### config.mk
export PLATFORM = sky130hd
export DESIGN_NAME = search_text_normalizer
export DESIGN_NICKNAME = d
export VERILOG_FILES = /design/src/rtl/core/stn_pkg.sv /design/src/rtl/core/stn_step.sv /design/src/rtl/core/search_text_normalizer.sv
export SDC_FILE = /design/constraint.sdc
export NUM_CORES = 1
export LEC_CHECK = 0
export ABC_CLOCK_PERIOD_IN_PS = 20900
export BUFFER_PORTS_ARGS = -buffer_cell sky130_fd_sc_hd__buf_4
export CAP_MARGIN = 25
export CELL_PAD_IN_SITES_DETAIL_PLACEMENT = 1
export CELL_PAD_IN_SITES_GLOBAL_PLACEMENT = 2
export CORE_MARGIN = 2
export CORE_UTILIZATION = 41
export DETAILED_ROUTE_END_ITERATION = 7
export PLACE_DENSITY_LB_ADDON = 0.1
export SLEW_MARGIN = 20
export SYNTH_ARGS = -nofsm -noshare
export SYNTH_HDL_FRONTEND = slang
export SYNTH_SLANG_ARGS = --single-unit
### constraint.sdc
create_clock -name clk -period 20.9 [get_ports clk]
set_input_delay 2.09 -clock clk [delete_from_list [all_inputs] [get_ports clk]]
set_output_delay 2.09 -clock clk [all_outputs]
set_load 0.1 [all_outputs]
### src/rtl/core/stn_pkg.sv
// ---------------------------------------------------------------------------
// stn_pkg
// types, character constants and per-byte step functions for the normaliser
// ---------------------------------------------------------------------------
`default_nettype none

package stn_pkg;

    localparam int RES_MAX = 6;
    localparam int RES_CNT_W = 3;
    localparam int TAIL_W = 21;

    // ascii characters, 7 bits
    localparam logic [6:0] CH_NUL    = 7'h00;
    localparam logic [6:0] CH_SPACE  = 7'h20;
    localparam logic [6:0] CH_DASH   = 7'h2d;
    localparam logic [6:0] CH_SLASH  = 7'h2f;
    localparam logic [6:0] CH_APOS   = 7'h27;
    localparam logic [6:0] CH_BQUOTE = 7'h60;
    localparam logic [6:0] CH_LOWER_A = 7'h61;
    localparam logic [6:0] CH_LOWER_E = 7'h65;
    localparam logic [6:0] CH_LOWER_I = 7'h69;
    localparam logic [6:0] CH_LOWER_O = 7'h6f;
    localparam logic [6:0] CH_LOWER_R = 7'h72;
    localparam logic [6:0] CH_LOWER_S = 7'h73;
    localparam logic [6:0] CH_LOWER_T = 7'h74;
    localparam logic [6:0] CH_LOWER_U = 7'h75;
    localparam logic [6:0] CH_CASE_BIT = 7'h20;

    localparam logic [TAIL_W-1:0] SUFFIX_STR = {CH_LOWER_S, CH_LOWER_T, CH_LOWER_R};

    // utf-8 lead and continuation bytes of interest
    localparam logic [7:0] LEAD_C2 = 8'hc2;
    localparam logic [7:0] LEAD_C3 = 8'hc3;
    localparam logic [7:0] LEAD_E2 = 8'he2;
    localparam logic [7:0] CONT_ACUTE = 8'hb4;
    localparam logic [7:0] CONT_80 = 8'h80;
    localparam logic [7:0] CONT_LQUOTE = 8'h98;
    localparam logic [7:0] CONT_RQUOTE = 8'h99;

    typedef struct packed {
        logic [7:0]        lead;        // held utf-8 lead byte
        logic [1:0]        pcount;      // held bytes, 0..2
        logic              space_held;
        logic              at_start;
        logic [TAIL_W-1:0] tail;        // last three token characters
        logic [1:0]        tlen;        // token length, saturating at 3
    } state_t;

    typedef struct packed {
        logic [6:0] ch;
        logic       valid;
        logic       last;
    } result_t;

    typedef result_t [RES_MAX-1:0] result_vec_t;

    typedef struct packed {
        state_t                 st;
        result_vec_t            res;
        logic [RES_CNT_W-1:0]   cnt;
    } work_t;

    localparam state_t STATE_RESET = '{
        lead: 8'h00, pcount: 2'd0, space_held: 1'b0, at_start: 1'b1,
        tail: '0, tlen: 2'd0
    };

    // second byte after c3: {first, second}, first zero for a single vowel
    function automatic logic [13:0] latin_map(input logic [7:0] b);
        logic [13:0] m;
        case (b)
            8'h84, 8'ha4: m = {CH_LOWER_A, CH_LOWER_E};
            8'h96, 8'hb6: m = {CH_LOWER_O, CH_LOWER_E};
            8'h9c, 8'hbc: m = {CH_LOWER_U, CH_LOWER_E};
            8'h9f:        m = {CH_LOWER_S, CH_LOWER_S};
            8'h89, 8'ha9, 8'h88, 8'ha8, 8'h8a, 8'haa: m = {CH_NUL, CH_LOWER_E};
            8'h81, 8'ha1, 8'h80, 8'ha0, 8'h82, 8'ha2: m = {CH_NUL, CH_LOWER_A};
            8'h8d, 8'had, 8'h8c, 8'hac, 8'h8e, 8'hae: m = {CH_NUL, CH_LOWER_I};
            8'h93, 8'hb3, 8'h92, 8'hb2, 8'h94, 8'hb4: m = {CH_NUL, CH_LOWER_O};
            8'h9a, 8'hba, 8'h99, 8'hb9, 8'h9b, 8'hbb: m = {CH_NUL, CH_LOWER_U};
            default:      m = '0;
        endcase
        return m;
    endfunction

    function automatic work_t push_res(input work_t w, input logic [6:0] ch,
                                       input logic vld);
        work_t r;
        r = w;
        if (r.cnt < RES_CNT_W'(RES_MAX))
        begin
            r.res[r.cnt].ch = ch;
            r.res[r.cnt].valid = vld;
            r.res[r.cnt].last = 1'b0;
            r.cnt = r.cnt + RES_CNT_W'(1);
        end
        return r;
    endfunction

    function automatic work_t emit_char(input work_t w, input logic [6:0] c);
        work_t r;
        r = w;
        if (r.st.space_held)
        begin
            r = push_res(r, CH_SPACE, 1'b1);
            r.st.space_held = 1'b0;
        end
        r = push_res(r, c, 1'b1);
        r.st.at_start = 1'b0;
        r.st.tail = {r.st.tail[TAIL_W-8:0], c};
        if (r.st.tlen != 2'd3)
            r.st.tlen = r.st.tlen + 2'd1;
        return r;
    endfunction

    function automatic work_t close_token(input work_t w);
        work_t r;
        r = w;
        if (r.st.tlen == 2'd3 && r.st.tail == SUFFIX_STR)
        begin
            r = push_res(r, CH_LOWER_A, 1'b1);
            r = push_res(r, CH_LOWER_S, 1'b1);
            r = push_res(r, CH_LOWER_S, 1'b1);
            r = push_res(r, CH_LOWER_E, 1'b1);
        end
        r.st.tail = '0;
        r.st.tlen = 2'd0;
        return r;
    endfunction

    function automatic work_t separator(input work_t w);
        work_t r;
        r = close_token(w);
        if (!r.st.at_start)
            r.st.space_held = 1'b1;
        return r;
    endfunction

    function automatic work_t fresh_byte(input work_t w, input logic [7:0] b);
        work_t r;
        logic [6:0] c;
        r = w;
        c = b[6:0];
        if (!b[7])
        begin
            if (c inside {[7'h41:7'h5a]})
                r = emit_char(r, c | CH_CASE_BIT);
            else if (c inside {[7'h61:7'h7a], [7'h30:7'h39], CH_DASH, CH_SLASH})
                r = emit_char(r, c);
            else if (c == CH_APOS || c == CH_BQUOTE)
                r = r;
            else
                r = separator(r);
        end
        else if (b inside {LEAD_C2, LEAD_C3, LEAD_E2})
        begin
            r.st.lead = b;
            r.st.pcount = 2'd1;
        end
        else
        begin
            r = separator(r);
        end
        return r;
    endfunction

endpackage

`default_nettype wire

### src/rtl/core/stn_step.sv
// ---------------------------------------------------------------------------
// stn_step
// one input byte against the current state: next state and up to six results
// ---------------------------------------------------------------------------
`default_nettype none

module stn_step (
    input  wire logic [7:0]          in_byte,
    input  wire logic                end_of_text,
    input  wire stn_pkg::state_t     cur_state,
    output stn_pkg::state_t          next_state,
    output stn_pkg::result_vec_t     results,
    output logic [stn_pkg::RES_CNT_W-1:0] result_count
);
    import stn_pkg::*;

    work_t w;
    logic [13:0] m;

    always_comb
    begin
        w.st = cur_state;
        w.res = '0;
        w.cnt = '0;
        m = (cur_state.lead == LEAD_C3) ? latin_map(in_byte) : 14'd0;

        if (cur_state.pcount == 2'd1)
        begin
            if (cur_state.lead == LEAD_C2 && in_byte == CONT_ACUTE)
            begin
                w.st.lead = '0;
                w.st.pcount = 2'd0;
            end
            else if (m != 14'd0)
            begin
                w.st.lead = '0;
                w.st.pcount = 2'd0;
                if (m[13:7] != CH_NUL)
                    w = emit_char(w, m[13:7]);
                w = emit_char(w, m[6:0]);
            end
            else if (cur_state.lead == LEAD_E2 && in_byte == CONT_80)
            begin
                w.st.pcount = 2'd2;
            end
            else
            begin
                w.st.lead = '0;
                w.st.pcount = 2'd0;
                w = separator(w);
                w = fresh_byte(w, in_byte);
            end
        end
        else if (cur_state.pcount == 2'd2)
        begin
            w.st.lead = '0;
            w.st.pcount = 2'd0;
            if (in_byte != CONT_LQUOTE && in_byte != CONT_RQUOTE)
            begin
                w = separator(w);
                w = fresh_byte(w, in_byte);
            end
        end
        else
        begin
            w.st.lead = '0;
            w.st.pcount = 2'd0;
            w = fresh_byte(w, in_byte);
        end

        if (end_of_text)
        begin
            // a cut sequence counts as a separator
            if (w.st.pcount != 2'd0)
                w = separator(w);
            w = close_token(w);
            if (w.cnt == '0)
                w = push_res(w, CH_NUL, 1'b0);
            w.res[w.cnt - RES_CNT_W'(1)].last = 1'b1;
            w.st = STATE_RESET;
        end
    end

    assign next_state = w.st;
    assign results = w.res;
    assign result_count = w.cnt;

endmodule

`default_nettype wire

### src/rtl/core/search_text_normalizer.sv
// ---------------------------------------------------------------------------
// search_text_normalizer
// utf-8 search text in, lowercase ascii tokens out, one byte per request
// ---------------------------------------------------------------------------
//
//  channel   dir  tdata                           tuser        tlast
//  s_axis    in   [7:0] in_byte                   -            end_of_text
//  m_axis    out  [6:0] out_char, [7] zero        char_valid   last_of_text
//
//  one byte is taken per cycle while each byte gives at most one result and m_axis does not stall
//  a byte giving n results (space, umlaut pair, suffix) holds s_axis_tready
//  low while the rest queue behind the single-result output register
//  the burst buffer drains in order; input is taken only once it is empty
//  reset clears the text state, the burst count and the output valid
//  stalls on m_axis hold the output register; input still enters while a
//  result waits, as long as the burst buffer is empty
//
`default_nettype none

module search_text_normalizer (
    input  wire logic       clk,
    input  wire logic       rst_n,
    input  wire logic       s_axis_tvalid,
    output logic            s_axis_tready,
    input  wire logic [7:0] s_axis_tdata,   // [7:0] in_byte
    input  wire logic       s_axis_tlast,   // end_of_text
    output logic            m_axis_tvalid,
    input  wire logic       m_axis_tready,
    output logic [7:0]      m_axis_tdata,   // [6:0] out_char, [7] zero fill
    output logic            m_axis_tuser,   // [0] char_valid
    output logic            m_axis_tlast    // last_of_text
);
    import stn_pkg::*;

    // text state carried between bytes
    state_t state_reg, state_next;

    // output register
    logic    out_valid_reg, out_valid_next;
    result_t out_data_reg, out_data_next;

    // results still waiting behind the output register
    result_vec_t          burst_reg, burst_next;
    logic [RES_CNT_W-1:0] burst_cnt_reg, burst_cnt_next;

    // step results for the byte on the input
    state_t               step_state;
    result_vec_t          step_res;
    logic [RES_CNT_W-1:0] step_cnt;

    logic accept;
    logic out_load;

    stn_step u_step (
        .in_byte      (s_axis_tdata),
        .end_of_text  (s_axis_tlast),
        .cur_state    (state_reg),
        .next_state   (step_state),
        .results      (step_res),
        .result_count (step_cnt)
    );

    assign s_axis_tready = (burst_cnt_reg == '0);
    assign accept = s_axis_tvalid && s_axis_tready;
    // output register free now or emptied this cycle
    assign out_load = !out_valid_reg || m_axis_tready;

    always_comb
    begin
        state_next = state_reg;
        out_valid_next = out_valid_reg;
        out_data_next = out_data_reg;
        burst_next = burst_reg;
        burst_cnt_next = burst_cnt_reg;

        if (out_valid_reg && m_axis_tready)
            out_valid_next = 1'b0;

        if (accept)
        begin
            state_next = step_state;
            if (out_load && step_cnt != '0)
            begin
                // first result straight to the output, the rest queue up
                out_data_next = step_res[0];
                out_valid_next = 1'b1;
                burst_next = step_res >> $bits(result_t);
                burst_cnt_next = step_cnt - RES_CNT_W'(1);
            end
            else
            begin
                burst_next = step_res;
                burst_cnt_next = step_cnt;
            end
        end
        else if (burst_cnt_reg != '0 && out_load)
        begin
            out_data_next = burst_reg[0];
            out_valid_next = 1'b1;
            burst_next = burst_reg >> $bits(result_t);
            burst_cnt_next = burst_cnt_reg - RES_CNT_W'(1);
        end
    end

    always_ff @(posedge clk or negedge rst_n)
    begin
        if (!rst_n)
        begin
            state_reg <= STATE_RESET;
            out_valid_reg <= 1'b0;
            burst_cnt_reg <= '0;
        end
        else
        begin
            state_reg <= state_next;
            out_valid_reg <= out_valid_next;
            burst_cnt_reg <= burst_cnt_next;
        end
    end

    // payload, no reset
    always_ff @(posedge clk)
    begin
        out_data_reg <= out_data_next;
        burst_reg <= burst_next;
    end

    assign m_axis_tvalid = out_valid_reg;
    assign m_axis_tdata = {1'b0, out_data_reg.ch};
    assign m_axis_tuser = out_data_reg.valid;
    assign m_axis_tlast = out_data_reg.last;

endmodule

`default_nettype wire

==> reports/metrics.cfg, run 1 <==
[power_and_ir_drop]
vdd_ir_drop_max_v = 0.0001495
power.static_leakage_nw = 4.154
pwr_density_cell_nw_per_um2 = 110.3

[global_route]
grtUsageTotal_pct = 34.44
grt_antenna_before_repair = 0
grt_pass1_vias = 11290
largest_net_degree_at_the_start_of_global_routing = 85
grt_pass1_wl_microns = 70210
congestion_overflow_gr = 0

[routing]
finalWirelength_microns = 45840
total_iterations_of_the_first_detailed_routing_run = 5
drt_iter0_drc = 1335
avgRoutedWirePerCell_microns = 27.08
antenna_left = 0
detail_route.vias_per_cell = 6.820
drt_drc_violations_left = 0
vias = 11550

[clock_network]
post_cts.repair.setup_buffers = 0
sinks_on_the_clock_net = 102
cts.root.buffer_cell = sky130_fd_sc_hd__clkbuf_16
cts.path.max_buffers = 2
clkLatencyLatePin_ns = 0.37
cts-hold-fix-buffers = 0
tritoncts_clock_tree = yes
post_cts.resized_instances = 0
total_clock_buffers_created_by_cts = 9
clkTransAtPathRegs_ns = 0.08
htree_num_levels = 3

[placement]
hpwl_microns = 34840
placement.io_buffers = 23
globalplace.congestion = 0.9908

[cells_and_area]
fin_util_pct = 44.26
fillerInstances = 3103
layout.nets = 1389
largest_reg_flops = 54
post_route_cells_drive_above_1_share_pct = 8.804
diodes = 0
syn2layout_area_growth_pct = 6.061

[sta]
timing_max_transition_violations_final = 0
period_needed_ns = 15.05
setup_tns_ns = 0
final_min_period_over_clock_period_pct = 71.99
max_slew.worst_pin.slew_ns = 1.092
report.final.setup_viol = 0
timing.max_slew.rel_slack_pct = 26.85
hold_ws_ns = 0.4871
worst_clock_skew_ns = 0.009915
max_freq_ghz = 0.06646
finalHoldViolations = 0
grt_setup_unrepaired = no

[job]
max_cap_viol_count = 0

[floorplanning]
dieHeight_microns = 164.1
floorplan.die.width_microns = 164.1
die_area_sq_um = 26930
core_sq_um = 25180
start_util_pct = 41.73
io_pins = 25
row_count = 58

[status]
outcome = finished, final reports clean

[min_path]
hp-class = register to register
hold_end = state_reg[28]
worst_hold_startpoint = state_reg[28]
timing.hold.worst_path_depth = 2

[yosys]
yosys_warnings = 0
synth_ff_type = sky130_fd_sc_hd__edfxtp_1
synth_nets = 1440
synth_cell_types = 113
post_synthesis_cell_area_sq_um = 10510
fraction_of_registers_with_async_set_or_reset_after_synthesis_pct = 38.24
synth_enable_flop_cells = 63
ys_seq_elements = 102
ys_seq_area_share_pct = 27.30
post_synth.cell_area_avg_sq_um = 7.457
syn-instance-count = 1409

[critical_path]
timing.critical_path.to_type = register
regToRegSetupSlack_ns = 7.29
timing.critical_path.arrival_ns = 15.05
slowest_delay_ns = 0.61
critical_path.reg2reg.startpoint = state_reg[30]
crit_path_frequent_cell = sky130_fd_sc_hd__ha_1
worst_r2r_path_depth = 45
crit_path_start_kind = input pin
timing.critical_path.fanout_max = 37
r2r-end = m_axis_tdata[1]
critical_path.slowest_cell = sky130_fd_sc_hd__o21ai_2
timing.critical_path.required_ns = 20.91
timing_worst_setup_path_type = input pin to register

-- cells in the final DEF, fill, tap and decap left out, drive strengths merged, types with 21 or more instances in the layout --
cell type | netlist | routed
a21o | 21 | 21
a21oi | 112 | 112
a31oi | 22 | 22
and2 | 23 | 23
buf | 26 | 46
dfrtp | 38 | 38
edfxtp | 63 | 63
inv | 26 | 31
nand2 | 193 | 193
nand2b | 26 | 26
nand3 | 47 | 47
nor2 | 138 | 138
nor3 | 37 | 37
o211ai | 26 | 26
o21ai | 137 | 137
-- where the power goes --
part / leakage, nW / switching, mW / internal (mW)
Combinational: 2.85 / 0.473 / 0.202
Clock: 0.150 / 0.0980 / 0.0867
Sequential: 1.15 / 0.0534 / 0.316
-- metrics by stage --
step           power, mW  worst slack (ns)  cell area [sq um]  cells
2_1_floorplan     0.8441             7.446              10510   1409
6_report           1.229             5.854              11140   1693
4_1_cts            1.222             6.059              11140   1693
3_3_place_gp       1.021             6.141              10830   1676
3_5_place_dp       1.035             5.718              10840   1677
5_1_grt            1.308             4.762              11140   1693
-- cell type report --
class	count	area, sq um	share of cell area, %
clock inverters	7	81.33	0.7298
inverters	27	101.3	0.9094
multi-input cells	1172	7113	63.83
well taps	330	412.9	3.705
clock buffers	9	225.2	2.021
flip-flops and latches	102	2869	25.74
repair buffers	46	341.6	3.065
-- worst max-delay path by stage --
| stage | startpoint | endpoint | slack (ns) | depth (start not counted) |
|---|---|---|---|---|
| finish | s_axis_tdata[0] | m_axis_tdata[1] | 5.85 | 47 |
| detailed placement | s_axis_tdata[0] | m_axis_tdata[2] | 5.72 | 47 |
| floorplan | s_axis_tdata[0] | burst_reg[28] | 7.45 | 53 |
| global route | s_axis_tdata[0] | m_axis_tlast | 4.76 | 47 |
| global placement | s_axis_tdata[0] | m_axis_tlast | 6.14 | 47 |
| CTS | s_axis_tdata[0] | m_axis_tdata[2] | 6.06 | 47 |
-- kinds of logic after synthesis --
group	synth area share (%)
xor gates and xnor gates	1.405
AOI/OAI and AO/OA	34.13
muxes	1.393
adders and majority gates	2.143
buffers and inverters	5.275
other	0.03569
DFF	27.30
and+or+nand+nor	28.32
-- per-layer routing --
layer | GRT usage, % | part of all wire (%) | up-vias
li1 | - | - | 5213
met1 | 46.74 | 43 | 5722
met2 | 54.68 | 45 | 493
met3 | 5.859 | 8.1 | 119
met4 | 13.12 | 4.1 | 0
met5 | 0 | 0 | -
-- worst max-delay path: cells and delay by family --
family	cells	cell delay (ns)
AOI/OAI and AO/OA	15	4.71
xor gates and xnor gates	3	0.73
adders and majority gates	8	2.34
buffers and inverters	4	1.20
muxes	2	0.59
and+or+nand+nor	15	3.35
-- Yosys cell counts, types with 21 or more instances --
cell type / n / share of area (%)
sky130_fd_sc_hd__clkbuf_1: 82 / 2.9
sky130_fd_sc_hd__inv_1: 24 / 0.86
sky130_fd_sc_hd__nand2_1: 193 / 6.9
sky130_fd_sc_hd__dfrtp_1: 38 / 9.0
sky130_fd_sc_hd__nor3_1: 34 / 1.6
sky130_fd_sc_hd__edfxtp_1: 63 / 18
sky130_fd_sc_hd__nand2b_1: 25 / 1.5
sky130_fd_sc_hd__nor2_1: 135 / 4.8
sky130_fd_sc_hd__o211ai_1: 25 / 1.8
sky130_fd_sc_hd__and2_1: 21 / 1.3
sky130_fd_sc_hd__nand3_1: 46 / 2.2
sky130_fd_sc_hd__a21o_1: 21 / 1.5
sky130_fd_sc_hd__a21oi_1: 110 / 5.2
sky130_fd_sc_hd__o21ai_0: 130 / 6.2
sky130_fd_sc_hd__a31oi_1: 21 / 1.3
No activity file was read; power rests on OpenSTA's default activity.
==> inputs of run 2 (changes only) <==
Settings changed: ABC_CLOCK_PERIOD_IN_PS 20900 to 13600, CORE_UTILIZATION 41 to 35.
Clock period 20.9 ns to 13.6 ns, I/O delays scaled along.
==> run 2 against run 1 <==
Compared with the run above: non-clock buffer count up 10; first-iteration DRC count down 22%; critical path depth up 2; register-to-register slack worse by 5.7 ns; via count down 1.5%; wire length up 4.6%; combinational power up 57%; final cell count up 4.1%; total power up 56%; utilization down 5.9 points; highest routed layer unchanged.
==> reports/metrics.cfg, run 2 (same netlist as run 1, synthesis figures left out) <==
[routing]
avgRoutedWirePerCell_microns = 27.20  ; +0.46%
antenna_left = 0  ; unchanged
finalWirelength_microns = 47960  ; +4.6%
detail_route.vias_per_cell = 6.451  ; -5.4%
vias = 11370  ; -1.5%
total_iterations_of_the_first_detailed_routing_run = 5  ; unchanged
drt_drc_violations_left = 0  ; unchanged
drt_iter0_drc = 1037  ; -22%

[global_route]
grtUsageTotal_pct = 30.63  ; -3.8 points
congestion_overflow_gr = 0  ; unchanged
grt_antenna_before_repair = 0  ; unchanged
grt_pass1_wl_microns = 72590  ; +3.4%
largest_net_degree_at_the_start_of_global_routing = 87  ; +2.4%
grt_pass1_vias = 11340  ; +0.45%

[min_path]
hp-class = register to register
hold_end = state_reg[28]
worst_hold_startpoint = state_reg[28]
timing.hold.worst_path_depth = 2  ; unchanged

[sta]
max_freq_ghz = 0.07917
final_min_period_over_clock_period_pct = 92.87
period_needed_ns = 12.63
timing.max_slew.rel_slack_pct = 30.29  ; +3.4 points
report.final.setup_viol = 0  ; unchanged
hold_ws_ns = 0.4761  ; -0.01099 ns
worst_clock_skew_ns = 0.01789  ; +0.007971 ns
timing_max_transition_violations_final = 0  ; unchanged
timing.final.ws_setup_ns = 0.9696  ; -4.885 ns
max_slew.worst_pin.slew_ns = 1.043  ; -0.04908 ns
finalHoldViolations = 0  ; unchanged

[cells_and_area]
diodes = 0  ; unchanged
design_area_sq_um = 11360  ; +1.9%
fin_util_pct = 38.31  ; -5.9 points
post_route_cells_drive_above_1_share_pct = 9.978  ; +1.2 points
most-common-layout-cells = 192 x sky130_fd_sc_hd__nand2_1, 133 x sky130_fd_sc_hd__nor2_1, 129 x sky130_fd_sc_hd__o21ai_0
layout_commonest_cell = sky130_fd_sc_hd__nand2_1
syn2layout_area_growth_pct = 8.073
largest_reg_flops = 54  ; unchanged
layout.nets = 1399  ; +0.72%

[clock_network]
htree_num_levels = 3  ; unchanged
cts.root.buffer_cell = sky130_fd_sc_hd__clkbuf_16
cts.path.max_buffers = 2  ; unchanged
sinks_on_the_clock_net = 102  ; unchanged
clkTransAtPathRegs_ns = 0.09  ; about the same
total_clock_buffers_created_by_cts = 9  ; unchanged
clkLatencyLatePin_ns = 0.38  ; about the same
cts-hold-fix-buffers = 0  ; unchanged
tritoncts_clock_tree = yes

[power_and_ir_drop]
pwr_density_cell_nw_per_um2 = 169.3  ; +54%
finalPower_mw = 1.923  ; +56%
vdd_ir_drop_max_v = 0.00007077  ; -53%
power.static_leakage_nw = 4.218  ; +1.5%

[floorplanning]
core_sq_um = 29640  ; +18%
die_area_sq_um = 31420  ; +17%
row_count = 63  ; +8.6%
floorplan.die.width_microns = 177.3  ; +8.0%
start_util_pct = 35.45  ; -6.3 points
dieHeight_microns = 177.3  ; +8.0%
io_pins = 25  ; unchanged

[placement]
placement.setup.worst_slack_ns = 0.3398  ; -5.378 ns
hpwl_microns = 36120  ; +3.7%
dpl_cell_area_sq_um = 10990  ; +1.4%
globalplace.congestion = 0.9399  ; -5.1%
placement.io_buffers = 23  ; unchanged

[critical_path]
critical_path.slowest_cell = sky130_fd_sc_hd__ha_1
timing.critical_path.required_ns = 13.85  ; -7.06 ns
timing.critical_path.to_type = register
crit_path_start_kind = input pin
timing_worst_setup_path_type = input pin to register
worst_r2r_path_depth = 44  ; -2.2%
timing.critical_path.arrival_ns = 12.88  ; -2.17 ns
timing.critical_path.fanout_max = 31  ; -16%
regToRegSetupSlack_ns = 1.60  ; -5.69 ns
slowest_delay_ns = 0.45  ; -0.16 ns
crit_path_frequent_cell = sky130_fd_sc_hd__ha_1
r2r-end = burst_reg[9]
critical_path.reg2reg.startpoint = state_reg[5]

[status]
outcome = finished, final reports clean

[job]
max_cap_viol_count = 0  ; unchanged

run 2: worst max-delay path by stage:
stage                         end  depth (start not counted)       startpoint  slack, ns
floorplan           burst_reg[28]                         53  s_axis_tdata[0]       0.88
global placement     burst_reg[9]                         50  s_axis_tdata[3]       0.68
detailed placement   burst_reg[9]                         50  s_axis_tdata[3]       0.34
CTS                 burst_reg[12]                         49  s_axis_tdata[3]       0.70
global route         burst_reg[9]                         49  s_axis_tdata[3]      -0.04
finish               burst_reg[9]                         49  s_axis_tdata[3]       0.97
run 2: routing by layer:
| metal | routed length (microns) | part of all wire, % | global-route usage, % | vias to the layer above |
|---|---|---|---|---|
| met3 | 2157 | 4.5 | 2.835 | 99 |
| met5 | 0 | 0 | 0 | - |
| met1 | 21160 | 44 | 40.06 | 5711 |
| met2 | 23000 | 48 | 52.29 | 346 |
| li1 | - | - | - | 5217 |
| met4 | 1642 | 3.4 | 11.48 | 0 |
run 2: per-stage QoR:
stage / setup TNS [ns] / instances
CTS: 0 / 1762
detailed placement: 0 / 1746
finish: 0 / 1763
floorplan: 0 / 1409
global route: -0.03816 / 1763
global placement: 0 / 1745
run 2: final cells by class:
| cell class | count | area, sq um |
|---|---|---|
| fill | 3664 | 18280 |
| multi-input combinational | 1172 | 7156 |
| sequential | 102 | 2869 |
| tap | 390 | 488.0 |
| timing repair buffer | 56 | 415.4 |
| clock buffer | 9 | 225.2 |
| clock inverter | 7 | 101.3 |
| inverter | 27 | 101.3 |
run 2: worst max-delay path, delay by kind of cell:
kind	cells	cell delay, ns
AO/OA/AOI/OAI	13	3.24
XOR/XNOR	2	0.50
adder cells (fa/ha/maj)	9	2.59
buffers and inverters	3	0.80
multiplexers	2	0.48
AND/OR/NAND/NOR	20	3.89
run 2: power breakdown:
group / switching [mW] / internal, mW / total [mW] / leakage (nW)
logic: 0.738 / 0.318 / 1.06 / 2.91
registers: 0.0785 / 0.485 / 0.564 / 1.15
clock network: 0.154 / 0.150 / 0.304 / 0.156
run 2: what timing repair did:
| item | in CTS | in global routing |
|---|---|---|
| gates resized for setup | 0 | 7 |
| setup buffers | 0 | 0 |
| endpoints found under the setup margin | 0 | 58 |
==> inputs of run 3 (changes only) <==
Settings changed: GPL_TIMING_DRIVEN from default to 0.
==> run 3 against run 2 <==
Compared with the run above: register-to-register slack worse by 0.30 ns; sequential cell count unchanged; total power up 3.5%; die area unchanged; clock power down 6%; combinational power up 9%; sequential power down 4.4%; worst setup slack worse by 0.40 ns; critical path depth up 4; sequential share of layout area down 0.84 points; global-route usage up 2.4 points; critical path type unchanged; cell area up 3.4%.
==> reports/metrics.cfg, run 3 (same netlist as run 1, synthesis figures left out) <==
[critical_path]
timing.critical_path.fanout_max = 10  ; -68%
critical_path.slowest_cell = sky130_fd_sc_hd__a2111o_1
crit_path_frequent_cell = sky130_fd_sc_hd__ha_1
timing.critical_path.arrival_ns = 13.15  ; +0.27 ns
timing_worst_setup_path_type = input pin to register
critical_path.reg2reg.startpoint = state_reg[30]
timing.critical_path.to_type = register
cp_num_cells = 53  ; +8.2%
timing.critical_path.required_ns = 13.73  ; -0.12 ns
slowest_delay_ns = 0.44  ; about the same
regToRegSetupSlack_ns = 1.30  ; -0.30 ns
crit_path_start_kind = input pin
worst_r2r_path_depth = 49  ; +11%
critPathTopFamily = compound AO/OA/AOI/OAI gates
cp_num_buf_inv = 14  ; +11
r2r-end = burst_reg[20]

[global_route]
congestion_overflow_gr = 0  ; unchanged
grt_pass1_wl_microns = 76840  ; +5.8%
grtUsageTotal_pct = 32.98  ; +2.4 points
grt_antenna_before_repair = 0  ; unchanged
grt_pass1_vias = 11550  ; +1.8%
largest_net_degree_at_the_start_of_global_routing = 40  ; -54%

[placement]
dpl_cell_area_sq_um = 11220  ; +2.1%
placement.io_buffers = 20  ; -13%
hpwl_microns = 40070  ; +11%
dp.cells = 1822  ; +4.4%
globalplace.congestion = 0.9879  ; +5.1%
placement.setup.worst_slack_ns = -3.075  ; -3.414 ns

[sta]
worst_clock_skew_ns = 0.01392  ; -0.003969 ns
max_slew.worst_pin.slew_ns = 1.108  ; +0.06522 ns
timing_max_transition_violations_final = 0  ; unchanged
final_min_period_over_clock_period_pct = 95.79  ; +2.9 points
finalHoldViolations = 0  ; unchanged
hold_ws_ns = 0.4762  ; +0.00005900 ns
report.final.setup_viol = 0  ; unchanged
timing.final.ws_setup_ns = 0.5729  ; -0.3967 ns
max_freq_ghz = 0.07676  ; -3.0%
period_needed_ns = 13.03  ; +0.3967 ns
timing.max_slew.rel_slack_pct = 25.55  ; -4.7 points

[cells_and_area]
design_area_sq_um = 11750  ; +3.4%
layout_commonest_cell = sky130_fd_sc_hd__nand2_1
syn2layout_area_growth_pct = 11.80
most-common-layout-cells = 193 x sky130_fd_sc_hd__nand2_1, 131 x sky130_fd_sc_hd__nor2_1, 127 x sky130_fd_sc_hd__o21ai_0
largest_reg_flops = 54  ; unchanged
layout.nets = 1477  ; +5.6%
instances_no_fill = 1842  ; +4.5%
post_route_cells_drive_above_1_share_pct = 10.61  ; +0.64 points

[clock_network]
clkTransAtPathRegs_ns = 0.08  ; about the same
cts.path.max_buffers = 2  ; unchanged
tritoncts_clock_tree = yes
cts.root.buffer_cell = sky130_fd_sc_hd__clkbuf_16
sinks_on_the_clock_net = 102  ; unchanged
clkLatencyLatePin_ns = 0.38  ; about the same
htree_num_levels = 3  ; unchanged
total_clock_buffers_created_by_cts = 9  ; unchanged

[floorplanning]
io_pins = 25  ; unchanged
floorplan.die.width_microns = 177.3  ; unchanged
start_util_pct = 35.45  ; unchanged
dieHeight_microns = 177.3  ; unchanged
core_sq_um = 29640  ; unchanged
row_count = 63  ; unchanged
die_area_sq_um = 31420  ; unchanged

[routing]
vias = 11950  ; +5.1%
detail_route.vias_per_cell = 6.488  ; +0.57%
total_iterations_of_the_first_detailed_routing_run = 5  ; unchanged
drt_drc_violations_left = 0  ; unchanged
antenna_left = 0  ; unchanged
avgRoutedWirePerCell_microns = 27.83  ; +2.3%
drt_iter0_drc = 1107  ; +6.8%
finalWirelength_microns = 51270  ; +6.9%

[power_and_ir_drop]
finalPower_mw = 1.991  ; +3.5%
pwr_density_cell_nw_per_um2 = 169.4  ; about the same
vdd_ir_drop_max_v = 0.00008014  ; +13%
power.static_leakage_nw = 4.294  ; +1.8%

[min_path]
worst_hold_startpoint = state_reg[28]
timing.hold.worst_path_depth = 2  ; unchanged
hold_end = state_reg[28]
hp-class = register to register

[job]
max_cap_viol_count = 0  ; unchanged

[status]
outcome = finished, final reports clean

==> run 3: routing by layer <==
metal	vias to the layer above	global-route usage (%)	share of wire, %
li1	5383	-	-
met1	5969	47.61	46
met2	505	48.25	42
met3	93	6.830	7.8
met4	0	11.75	3.3
met5	-	0	0
==> run 3: area by class of cell <==
class                           instances  area (sq um)
Clock inverter                          7         90.09
Clock buffer                            9         225.2
Fill cell                            3708         17890
Inverter                               27         106.4
Multi-Input combinational cell       1172          7248
Sequential cell                       102          2869
Timing Repair Buffer                   29         254.0
Antenna cell                            1         2.502
Buffer                                105         464.2
Tap cell                              390         488.0
==> run 3: worst max path at each step <==
stage	to	from	slack [ns]
global route	burst_reg[26]	s_axis_tdata[3]	-0.05
floorplan	burst_reg[28]	s_axis_tdata[0]	0.88
detailed placement	burst_reg[25]	s_axis_tdata[2]	-3.07
global placement	burst_reg[25]	s_axis_tdata[2]	-2.92
finish	burst_reg[20]	s_axis_tdata[3]	0.57
CTS	burst_reg[43]	s_axis_tdata[3]	0.03
==> run 3: metrics by stage <==
stage	util, %	TNS (ns)
5_1_grt	39.63	-0.1538
3_3_place_gp	37.61	-161.37
3_5_place_dp	37.86	-171.96
2_1_floorplan	-	0
4_1_cts	39.30	0
6_report	39.64	0
==> run 3: where the power goes <==
| part | leakage [nW] | total, mW | internal [mW] | switching (mW) |
|---|---|---|---|---|
| Combinational | 3.00 | 1.16 | 0.351 | 0.814 |
| Sequential | 1.15 | 0.539 | 0.485 | 0.0534 |
| Clock | 0.147 | 0.287 | 0.147 | 0.140 |
| Total | 4.29 | 1.99 | 0.983 | 1.01 |
==> run 3: tightest hold or removal path: stages (launching register included) <==
cell and delay (ns):
sky130_fd_sc_hd__dfrtp_1 0.34, sky130_fd_sc_hd__nand2_1 0.05, sky130_fd_sc_hd__nand2_1 0.05
==> run 3: repair_timing <==
action	CTS	global route
setup endpoints to repair	76	67
buffers inserted	2	4
gates resized for setup	25	30
hold buffers	0	0
pin swaps	1	4
